$ cat src/hw/rtl/iclf_pkg.sv
package iclf_pkg;

  localparam int unsigned IdxW = 4;
  localparam int unsigned RgbW = 24;
  localparam int unsigned PalDepth = 16;

  typedef enum logic [2:0] {
    ReqSet   = 3'd0,
    ReqGet   = 3'd1,
    ReqAdd   = 3'd2,
    ReqClear = 3'd3,
    ReqReset = 3'd4,
    ReqShow  = 3'd5
  } req_e;

  localparam logic CfgWidth = 1'b0;
  localparam logic CfgHeight = 1'b1;

  typedef struct packed {
    logic            valid;
    logic [IdxW-1:0] idx;
    logic [RgbW-1:0] rgb;
    logic [3:0]      row;
    logic [7:0]      col;
    logic            show;
    logic            last;
  } res_t;

endpackage

$ cat src/hw/rtl/iclf_palette.sv
module iclf_palette (
  input  logic                       clk_i,
  input  logic                       we_i,
  input  logic [iclf_pkg::IdxW-1:0]  waddr_i,
  input  logic [iclf_pkg::RgbW-1:0]  wdata_i,
  input  logic [iclf_pkg::IdxW-1:0]  raddr_i,
  output logic [iclf_pkg::RgbW-1:0]  rdata_o
);

  logic [iclf_pkg::RgbW-1:0] mem_q [iclf_pkg::PalDepth];

  always_ff @(posedge clk_i) begin
    if (we_i) begin
      mem_q[waddr_i] <= wdata_i;
    end
    rdata_o <= mem_q[raddr_i];
  end

endmodule

$ cat src/hw/rtl/iclf_pixels.sv
module iclf_pixels #(
  parameter int unsigned Depth = 512,
  parameter int unsigned AddrW = 9
) (
  input  logic                      clk_i,
  input  logic                      we_i,
  input  logic [AddrW-1:0]          waddr_i,
  input  logic [iclf_pkg::IdxW-1:0] wdata_i,
  input  logic [AddrW-1:0]          raddr_i,
  output logic [iclf_pkg::IdxW-1:0] rdata_o
);

  logic [iclf_pkg::IdxW-1:0] mem_q [Depth];

  always_ff @(posedge clk_i) begin
    if (we_i) begin
      mem_q[waddr_i] <= wdata_i;
    end
    rdata_o <= mem_q[raddr_i];
  end

endmodule

$ cat src/hw/rtl/indexed_colour_led_framebuffer.sv
// Palette-indexed LED framebuffer. One request at a time, busy high while it runs.
// Set writes the pixel memory without going busy; get reads it while busy, and its
// result appears as busy drops. Add colour walks the palette one entry per cycle,
// with the result in the cycle after. Show column emits one row per cycle through
// the pixel and palette memories, busy while rows remain in the read stages. Clear
// and reset sweep the pixel memory one entry per cycle; the same sweep runs after
// reset, also setting palette entry 0 to black, before the first request is taken.
// Results appear for one cycle with strobe_o and cannot be stalled.
module indexed_colour_led_framebuffer #(
  parameter int unsigned MAX_WIDTH = 32,
  parameter int unsigned MAX_HEIGHT = 16,
  parameter int unsigned PALETTE_MAX = 15
) (
  input  logic       clk_i,
  input  logic       rst_ni,
  input  logic       start,
  output logic       busy,
  input  logic       cfg_valid_i,
  output logic       cfg_ready_o,
  input  logic       cfg_index_i,
  input  logic [5:0] cfg_data_i,
  input  logic [2:0] req_type_i,
  input  logic [7:0] col_x_i,
  input  logic [7:0] row_y_i,
  input  logic [3:0] pixel_index_i,
  input  logic [7:0] red_in_i,
  input  logic [7:0] green_in_i,
  input  logic [7:0] blue_in_i,
  output logic       strobe_o,
  output logic [3:0] index_out_o,
  output logic [7:0] red_out_o,
  output logic [7:0] green_out_o,
  output logic [7:0] blue_out_o,
  output logic [3:0] led_row_o,
  output logic [3:0] string_address_o,
  output logic       bank_high_o,
  output logic       last_item_o
);

  localparam int unsigned Depth = MAX_WIDTH * MAX_HEIGHT;
  localparam int unsigned AddrW = (Depth > 1) ? $clog2(Depth) : 1;
  localparam int unsigned PalLim = (PALETTE_MAX < 15) ? PALETTE_MAX : 15;
  localparam logic [3:0] PalMax = 4'(PalLim);
  localparam logic [5:0] MaxW = 6'(MAX_WIDTH);
  localparam logic [6:0] MaxH = 7'(MAX_HEIGHT);

  localparam logic [2:0] SIdle = 3'd0;
  localparam logic [2:0] SSweep = 3'd1;
  localparam logic [2:0] SGet = 3'd2;
  localparam logic [2:0] SAdd = 3'd3;
  localparam logic [2:0] SShow = 3'd4;

  logic [2:0] state_q, state_d;
  logic [5:0] width_q;
  logic [4:0] height_q;
  logic [3:0] count_q, count_d;
  logic [AddrW:0] ptr_q, ptr_d;
  logic [4:0] step_q, step_d;
  logic [7:0] col_q, col_d;
  logic [23:0] rgb_q, rgb_d;
  logic inr_q, inr_d;
  logic [4:0] nrows_q, nrows_d;

  logic [5:0] eff_w;
  logic [6:0] eff_h;
  always_comb begin
    eff_w = (width_q < MaxW) ? width_q : MaxW;
    eff_h = ({2'b0, height_q} < MaxH) ? {2'b0, height_q} : MaxH;
  end

  logic pix_we;
  logic [AddrW-1:0] pix_waddr, pix_raddr;
  logic [3:0] pix_wdata, pix_rdata;
  logic pal_we;
  logic [3:0] pal_waddr, pal_raddr;
  logic [23:0] pal_wdata, pal_rdata;

  iclf_pixels #(.Depth(Depth), .AddrW(AddrW)) u_pixels (
    .clk_i, .we_i(pix_we), .waddr_i(pix_waddr), .wdata_i(pix_wdata),
    .raddr_i(pix_raddr), .rdata_o(pix_rdata)
  );

  iclf_palette u_palette (
    .clk_i, .we_i(pal_we), .waddr_i(pal_waddr), .wdata_i(pal_wdata),
    .raddr_i(pal_raddr), .rdata_o(pal_rdata)
  );

  // show pipeline: pixel read -> palette read -> output
  iclf_pkg::res_t s1_q, s1_d, s2_q, s2_d, out_q, out_d;

  logic accept;
  logic [AddrW-1:0] req_addr;
  logic req_inr;
  always_comb begin
    accept = start && !busy;
    req_inr = ({8'b0, col_x_i} < {10'b0, eff_w}) && ({8'b0, row_y_i} < {9'b0, eff_h});
    req_addr = AddrW'(32'(col_x_i) * MAX_HEIGHT + 32'(row_y_i));
  end

  // busy until the show pipeline has drained
  assign busy = (state_q != SIdle) || s1_q.valid || s2_q.valid;
  assign cfg_ready_o = 1'b1;

  always_comb begin
    state_d = state_q;
    count_d = count_q;
    ptr_d = ptr_q;
    step_d = step_q;
    col_d = col_q;
    rgb_d = rgb_q;
    inr_d = inr_q;
    nrows_d = nrows_q;
    pix_we = 1'b0;
    pix_waddr = ptr_q[AddrW-1:0];
    pix_wdata = '0;
    pix_raddr = req_addr;
    pal_we = 1'b0;
    pal_waddr = '0;
    pal_wdata = '0;
    pal_raddr = step_q[3:0];
    s1_d = '0;
    out_d = '0;
    unique case (state_q)
      SIdle: begin
        if (accept) begin
          col_d = col_x_i;
          rgb_d = {red_in_i, green_in_i, blue_in_i};
          inr_d = req_inr;
          priority case (req_type_i)
            iclf_pkg::ReqSet: begin
              pix_we = req_inr;
              pix_waddr = req_addr;
              pix_wdata = pixel_index_i;
            end
            iclf_pkg::ReqGet: state_d = SGet;
            iclf_pkg::ReqAdd: begin
              step_d = '0;
              pal_raddr = '0;
              state_d = SAdd;
            end
            iclf_pkg::ReqClear: begin
              ptr_d = '0;
              state_d = SSweep;
            end
            iclf_pkg::ReqReset: begin
              ptr_d = '0;
              count_d = '0;
              pal_we = 1'b1;
              state_d = SSweep;
            end
            iclf_pkg::ReqShow: begin
              if ({2'b0, col_x_i} < {4'b0, eff_w} && eff_h != '0) begin
                step_d = '0;
                nrows_d = (eff_h > 7'd16) ? 5'd16 : eff_h[4:0];
                state_d = SShow;
              end
            end
            default: ;
          endcase
        end
      end
      SSweep: begin
        pix_we = 1'b1;
        // entry 0 is always black
        pal_we = 1'b1;
        ptr_d = ptr_q + 1'b1;
        if (ptr_q == (AddrW+1)'(Depth - 1)) state_d = SIdle;
      end
      SGet: begin
        out_d.valid = 1'b1;
        out_d.idx = inr_q ? pix_rdata : '0;
        out_d.last = 1'b1;
        state_d = SIdle;
      end
      SAdd: begin
        // pal_rdata holds entry step_q
        if (pal_rdata == rgb_q) begin
          out_d.valid = 1'b1;
          out_d.idx = step_q[3:0];
          out_d.last = 1'b1;
          state_d = SIdle;
        end else if (step_q[3:0] == count_q) begin
          out_d.valid = 1'b1;
          out_d.last = 1'b1;
          if (count_q < PalMax) begin
            count_d = count_q + 1'b1;
            pal_we = 1'b1;
            pal_waddr = count_q + 1'b1;
            pal_wdata = rgb_q;
            out_d.idx = count_q + 1'b1;
          end else begin
            out_d.idx = count_q;
          end
          state_d = SIdle;
        end else begin
          step_d = step_q + 1'b1;
          pal_raddr = step_q[3:0] + 1'b1;
        end
      end
      SShow: begin
        pix_raddr = AddrW'(32'(col_q) * MAX_HEIGHT + 32'(step_q));
        s1_d.valid = 1'b1;
        s1_d.row = step_q[3:0];
        s1_d.col = col_q;
        s1_d.show = 1'b1;
        s1_d.last = (step_q + 1'b1 == nrows_q);
        step_d = step_q + 1'b1;
        if (s1_d.last) state_d = SIdle;
      end
      default: state_d = SIdle;
    endcase
    s2_d = s1_q;
    if (s1_q.valid) begin
      pal_raddr = pix_rdata;
      s2_d.idx = pix_rdata;
    end
    if (s2_q.valid) begin
      out_d = s2_q;
      out_d.rgb = pal_rdata;
    end
  end

  always_ff @(posedge clk_i or negedge rst_ni) begin
    if (!rst_ni) begin
      state_q <= SSweep;
      width_q <= 6'd32;
      height_q <= 5'd16;
      count_q <= '0;
      ptr_q <= '0;
      step_q <= '0;
      nrows_q <= '0;
      s1_q <= '0;
      s2_q <= '0;
      out_q <= '0;
    end else begin
      state_q <= state_d;
      count_q <= count_d;
      ptr_q <= ptr_d;
      step_q <= step_d;
      nrows_q <= nrows_d;
      s1_q <= s1_d;
      s2_q <= s2_d;
      out_q <= out_d;
      if (cfg_valid_i) begin
        if (cfg_index_i == iclf_pkg::CfgWidth) width_q <= cfg_data_i;
        else height_q <= cfg_data_i[4:0];
      end
    end
  end

  always_ff @(posedge clk_i) begin
    col_q <= col_d;
    rgb_q <= rgb_d;
    inr_q <= inr_d;
  end

  assign strobe_o = out_q.valid;
  assign index_out_o = out_q.idx;
  assign red_out_o = out_q.rgb[23:16];
  assign green_out_o = out_q.rgb[15:8];
  assign blue_out_o = out_q.rgb[7:0];
  assign led_row_o = out_q.row;
  assign string_address_o = out_q.show ? out_q.col[3:0] : 4'd0;
  assign bank_high_o = out_q.show && (out_q.col >= 8'd16);
  assign last_item_o = out_q.last;

endmodule

$ cat config.mk
export PLATFORM = sky130hd
export DESIGN_NAME = indexed_colour_led_framebuffer
export DESIGN_NICKNAME = d
export VERILOG_FILES = /design/src/hw/rtl/iclf_pkg.sv /design/src/hw/rtl/iclf_palette.sv /design/src/hw/rtl/iclf_pixels.sv /design/src/hw/rtl/indexed_colour_led_framebuffer.sv
export SDC_FILE = /design/constraint.sdc
export NUM_CORES = 2
export LEC_CHECK = 0
export BUFFER_PORTS_ARGS = -buffer_cell sky130_fd_sc_hd__buf_2
export CAP_MARGIN = 20
export CORE_MARGIN = 5
export CORE_UTILIZATION = 55
export DETAILED_ROUTE_END_ITERATION = 8
export PLACE_DENSITY_LB_ADDON = 0.1
export SKIP_CTS_REPAIR_TIMING = 1
export SLEW_MARGIN = 20
export SYNTH_ARGS = -nofsm -noshare
export SYNTH_HDL_FRONTEND = slang
export SYNTH_HIERARCHICAL = 1
export SYNTH_SLANG_ARGS = --single-unit
$ cat constraint.sdc
create_clock -name clk_i -period 9.1 [get_ports clk_i]
set_input_delay 1.82 -clock clk_i [delete_from_list [all_inputs] [get_ports clk_i]]
set_output_delay 1.82 -clock clk_i [all_outputs]
set_load 0.03 [all_outputs]
Yosys cells after proc, flatten, opt, wreduce, memory -nomap -nowiden
Memory sizes are Yosys's and may differ from the RTL's. A register that Yosys moved wholly into a read port is not among the register bits.
Cells that the tools add are included.

storage, ports and cells
  flip-flop bits (word level) = 148
  memory bits (read-only) = 0
  bits in latches = 0
  memories kept = 2
  input bits = 58
  word-level logic and storage cells = 165
  output and inout bits = 41
  memory bits (writable) = 2432

memory list
  name             depth  bits a word  read ports  clocked after Yosys merged registers in  write ports  line                RTL
  u_pixels.mem_q   512    4            1           1                                        1            iclf_pixels.sv:13   logic [iclf_pkg::IdxW-1:0] mem_q [Depth];
  u_palette.mem_q  16     24           1           1                                        1            iclf_palette.sv:10  logic [iclf_pkg::RgbW-1:0] mem_q [iclf_pkg::PalDepth];

operators by class
  muxes and demuxes = 72
  shift operators = 0
  divide/modulo/power cells = 0
  $add $sub $neg = 6
  bitwise logic cells = 1
  multipliers = 0
  reductions and logical operators = 23
  equality and inequality tests = 25
  $lt $le $gt $ge = 8

operators with widths
  operator                 count
  $mux W24                 4
  $mux W4                  20
  $mux W43                 1
  $mux W5                  8
  $mux W9                  4
  $eq A24 B24 Y1           1
  $pmux W3 S4              2
  $mux W10                 2
  $pmux W10 S2             1
  $pmux W5 S2              2
  $mux W3                  6
  $lt A8 B6 Y1             2
  $pmux W4 S2              2
  $pmux W5 S3              1
  $mux W1                  14
  $mux W14                 1
  $ne A2 B2 Y1 const B     7
  $eq A3 B2 Y1 const B     4
  $reduce_and A6 Y1        2
  $add A10 B1 Y10 const B  1
  $eq A10 B9 Y1 const B    1
  $add A9 B5 Y9            1
  $add A9 B8 Y9            1
  $eq A3 B3 Y1 const B     3
  other kinds (31)         44

Longest topological paths before layout
  depth after elaboration = 9
  depth in mapped cells = 19
  gate-level depth less buffers = 15

By module
The synthesis kept the hierarchy.

modules (own cells, without submodules)
  module                          area an instance (µm²)  cells an instance  seq. area each (µm²)  instances
  iclf_pixels                     81604.5                 4403               61579.1               1
  iclf_palette                    14930.6                 636                12011.5               1
  indexed_colour_led_framebuffer  7233.2                  642                3822.4                1

Worst setup path before layout
OpenSTA, ideal clock, no wires.

  path type = input-to-reg
  start point = input start
  end point = memory u_pixels/mem_q[0][0] (netlist name), data pin
  setup time = 1.551 ns
  arrival = 9.163 ns
  path slack = -1.613 ns
  data required time = 7.549 ns
  path buffers = 1
  stages = 4
  cell sequence = nor3b_2 and2_1 buf_4 and3_1

between the ends
  cells in the longest elaborated chain, start to end = 3

ends and longest elaborated chain
  element                 line                                   RTL
  start: declaration      indexed_colour_led_framebuffer.sv:16   input logic start,
  $logic_and A1 B1 Y1     indexed_colour_led_framebuffer.sv:95   accept = start && !busy;
  $mux W4                 indexed_colour_led_framebuffer.sv:125  if (accept) begin
  $mux W4                 indexed_colour_led_framebuffer.sv:123  unique case (state_q)
  named net pix_wdata[0]  indexed_colour_led_framebuffer.sv:73   logic [3:0] pix_wdata, pix_rdata;
  end: declaration        iclf_pixels.sv:13

The timed path passes the listed nets, and every way through them passes these cells.

Worst setup path in the final report
  start point = register state_q[1]
  end point = register u_pixels/rdata_o[2] (netlist name) (read register of u_pixels.mem_q)

between the ends
  cells in the longest elaborated chain, start to end = 2

ends and longest elaborated chain
  element                   line                                   RTL
  start: declaration        indexed_colour_led_framebuffer.sv:53   logic [2:0] state_q, state_d;
  start signal: assignment  indexed_colour_led_framebuffer.sv:225  state_q <= SSweep;
  start signal: assignment  indexed_colour_led_framebuffer.sv:236  state_q <= state_d;
  $eq A3 B3 Y1              indexed_colour_led_framebuffer.sv:123
  $mux W9                   indexed_colour_led_framebuffer.sv:123
  named net pix_raddr[2]    indexed_colour_led_framebuffer.sv:72   logic [AddrW-1:0] pix_waddr, pix_raddr;
  end: declaration          iclf_pixels.sv:10                      output logic [iclf_pkg::IdxW-1:0] rdata_o

The timed path passes the listed nets, and every way through them passes these cells.
A chain may end at the register's enable or synchronous reset.

==> results.tsv <==
stage	metric	value	unit
run_status	status	complete, no violations	
route	DRT iter0 DRCs	5930	
sta	fin. max-slew vios	0	
setup_path	Slowest Stage Delay on Critical Path	0.74	ns
grt	pin count of the biggest net entering global routing	237	
sta	minimum clock period	5.88	ns
clock_network	clk root buf	clkbuf_16	
placement	IO buf count	97	
hold_path	hold crit path type	flip-flop to flip-flop	
sta	Worst-Margin Slew	1.29	ns
die	die width	444	um
clock_network	Clock Pin Slew Worst Setup and Hold Paths	0.06	ns
sta	Finish-stage setup viols	0	
route	DR vias/cell	6.39	
route	Routed wire per std cell	29.9	um
grt	initial antenna violation count	6	
grt	Total GRT Usage	0.255	
grt	global route overflow	0	
logic_synthesis	Yosys cell types	97	
setup_path	WS Path Type	flip-flop to flip-flop	
power	pwr dens	235	nW/um2
logic_synthesis	largest area contributor in the netlist	edfxtp_1	
logic_synthesis	Syn Nets	5759	
clock_network	Sink Count	2606	
setup_path	critical path arrival	6.70	ns
die	die area	197000	um2
logic_synthesis	post-synthesis sequential area ratio	0.746	
logic_synthesis	yosys warns	6	
sta	unrepaired setup endpoints after global routing	false	
clock_network	CTS Buffer Depth	4	
grt	vias in the first global route	54347	
power	Pleak	37.7	nW
layout	Final nets	5842	
logic_synthesis	Synth async-reset ratio	0.0434	
setup_path	startpoint types	flip-flop	
clock_network	worst skew pair latency	0.90	ns
setup_path	CP Max Fanout	120	
sta	final cycle utilization of the critical path	0.646	
sta	Final TNS setup	0	ns
setup_path	CP endpoint kind	flip-flop	
sta	clk_skew	0.0359	ns
clock_network	H-tree depth	5	
layout	area grow syn2layout	11.0	%
clock_network	Num CTS Buffers	280	
clock_network	TritonCTS clock tree	yes	
die	core box area	188000	um2
layout	share of layout cells above drive strength 1	0.184	
route	Via Count	54037	
route	DR pass1 iterations	8	
route	Detail Route Antenna Nets	0	
sta	Slew HR	0.141	
logic_synthesis	top cells by area, synth	edfxtp_1, mux4_2, mux2i_1, dfrtp_1, nor2_1	
setup_path	Slowest cell on crit path	or4b_1	
logic_synthesis	Synth Flop Type	edfxtp_1	
logic_synthesis	EDFF count, synth	2465	
die	Rows	159	
setup_path	cell family contributing the most delay on the critical path	simple AND/OR/NAND/NOR gates	
die	initial core utilization	0.553	
setup_path	Req. time, crit path	9.92	ns
setup_path	Worst Path Buf+Inv	3	
die	Die H	444	um
logic_synthesis	area share of the largest cell type after synthesis	0.713	
layout	utilization after layout	0.613	
placement	gp weighted congestion	0.885	
sta	count of final hold-check violations	0	
logic_synthesis	synthesized cell area	104000	um2
route	DRC violations left	0	
logic_synthesis	average size of a mapped cell	18.3	um2
sta	FMAX	170	MHz
logic_synthesis	synthesis-stage register bit count	2606	
flow_run	max-cap viol count	0	
power	Max rail drop VDD	230	uV
grt	first-pass GRT wire length	369	mm
logic_synthesis	Synth Instances	5681	
placement	Post-DP HPWL	146	mm
die	I/O pin cnt	99	
route	DRT Wirelength	253	mm
setup_path	critical path, cell by cell	nor2_1 -> nand2_1 -> inv_1 -> and2_1 -> a21o_4 -> buf_4 -> nand2b_4 -> buf_12 -> o22ai_2 -> nor4_1 -> a2111oi_2 -> o2111ai_1 -> or4b_1 -> a211oi_1	
[sequential cells by signal (all words and copies together), names as in the netlist, 9 cells and up]
| register | count |
|---|---|
| s2_q | 18 |
| s1_q | 14 |
| u_palette/mem_q | 384 |
| u_pixels/mem_q | 2048 |
| rgb_q | 24 |
| out_q | 9 |
| u_palette/rdata_o | 24 |
| ptr_q | 10 |
[worst paths after layout]
check	start	end	slack [ns]	cells past startpoint
setup / recovery	state_q[1]	u_pixels/rdata_o[2]	3.22	14
hold / removal	s1_q[7]	s2_q[7]	0.35	0
setup reg to reg	state_q[1]	u_pixels/rdata_o[2]	3.22	14
hold reg to reg	s1_q[7]	s2_q[7]	0.35	0
max in group asynchronous	rst_ni	s2_q[1]	7.04	2
min in group asynchronous	rst_ni	blue_out_o[7]	0.92	1
[through the flow]
stage	hold WS, ns	cell area (um2)	instances	power [W]	worst slack, ns
3_3_place_gp	0.333	106000	7968	0.0166	2.22
2_1_floorplan	0.331	104000	5681	0.0156	2.23
6_report	0.350	115000	8458	0.0271	3.22
5_1_grt	0.352	115000	8456	0.0280	3.02
4_1_cts	0.349	115000	8450	0.0273	3.27
3_5_place_dp	0.336	106000	7972	0.0166	2.50
[cells by family after synthesis]
group / Yosys count / share of synthesized area
AOI/OAI and AO/OA: 620 / 0.0426
xor gates and xnor gates: 42 / 0.00354
adders and majority gates: 20 / 0.00248
buffers and inverters: 405 / 0.0221
DFF: 2606 / 0.746
muxes: 854 / 0.134
other: 1 / 0.0000361
and+or+nand+nor: 1133 / 0.0494
[power breakdown]
group	switching, W	internal [W]
sequential	0.000160	0.0133
clock	0.00439	0.00639
combinational	0.00178	0.00105
[cells in the mapped netlist, drive strengths merged, types with 4 or more instances]
| cell | n |
|---|---|
| a222oi | 9 |
| nor2b | 17 |
| dfrtp | 110 |
| buf | 210 |
| o211ai | 6 |
| nand3 | 46 |
| and3 | 21 |
| nor3b | 11 |
| a21o | 9 |
| o22ai | 81 |
| or4 | 5 |
| nand2b | 14 |
| a211oi | 12 |
| nor2 | 601 |
| nand2 | 182 |
| o21bai | 6 |
| nand3b | 6 |
| edfxtp | 2465 |
| mux4 | 423 |
| xnor2 | 13 |
| o2bb2ai | 8 |
| a21oi | 98 |
| and4 | 6 |
| mux2i | 410 |
| nor4 | 33 |
| a211o | 4 |
| a31oi | 20 |
| ha | 19 |
| mux2 | 21 |
| nand4 | 16 |
| clkbuf | 177 |
| nor3 | 70 |
| xor2 | 29 |
| o221ai | 171 |
| inv | 18 |
| a221oi | 4 |
| o22a | 4 |
| and2 | 90 |
| o21ai | 80 |
| o31ai | 5 |
| a2111oi | 5 |
| a22oi | 69 |
| o2111ai | 4 |
| dfxtp | 28 |
[routing by layer]
layer	routed length (um)	up-vias	GRT usage
met5	10	-	0
met4	8540	2	0.0854
met3	19100	464	0.0474
met2	122000	2308	0.408
met1	104000	28259	0.358
li1	-	23004	-
[area by class of cell]
cell class | instances | area (um2)
Timing Repair Buffer | 188 | 1500
Sequential cell | 2606 | 77400
Clock inverter | 124 | 1110
Multi-Input combinational cell | 2670 | 24400
Tap cell | 2495 | 3120
Clock buffer | 354 | 7530
Antenna cell | 3 | 7.51
Fill cell | 13489 | 72700
Inverter | 18 | 71.3
[layout by cell type, fill, tap and decap left out, types with 80 or more instances in the layout]
| master | n |
|---|---|
| and2_1 | 87 |
| buf_2 | 97 |
| edfxtp_1 | 2465 |
| a21oi_1 | 98 |
| nor2_1 | 587 |
| dfrtp_1 | 109 |
| o221ai_1 | 171 |
| nand2_1 | 167 |
| o22ai_1 | 80 |
| mux4_2 | 418 |
| clkbuf_16 | 289 |
| mux2i_1 | 410 |
Power figures use the tool's default switching activity.
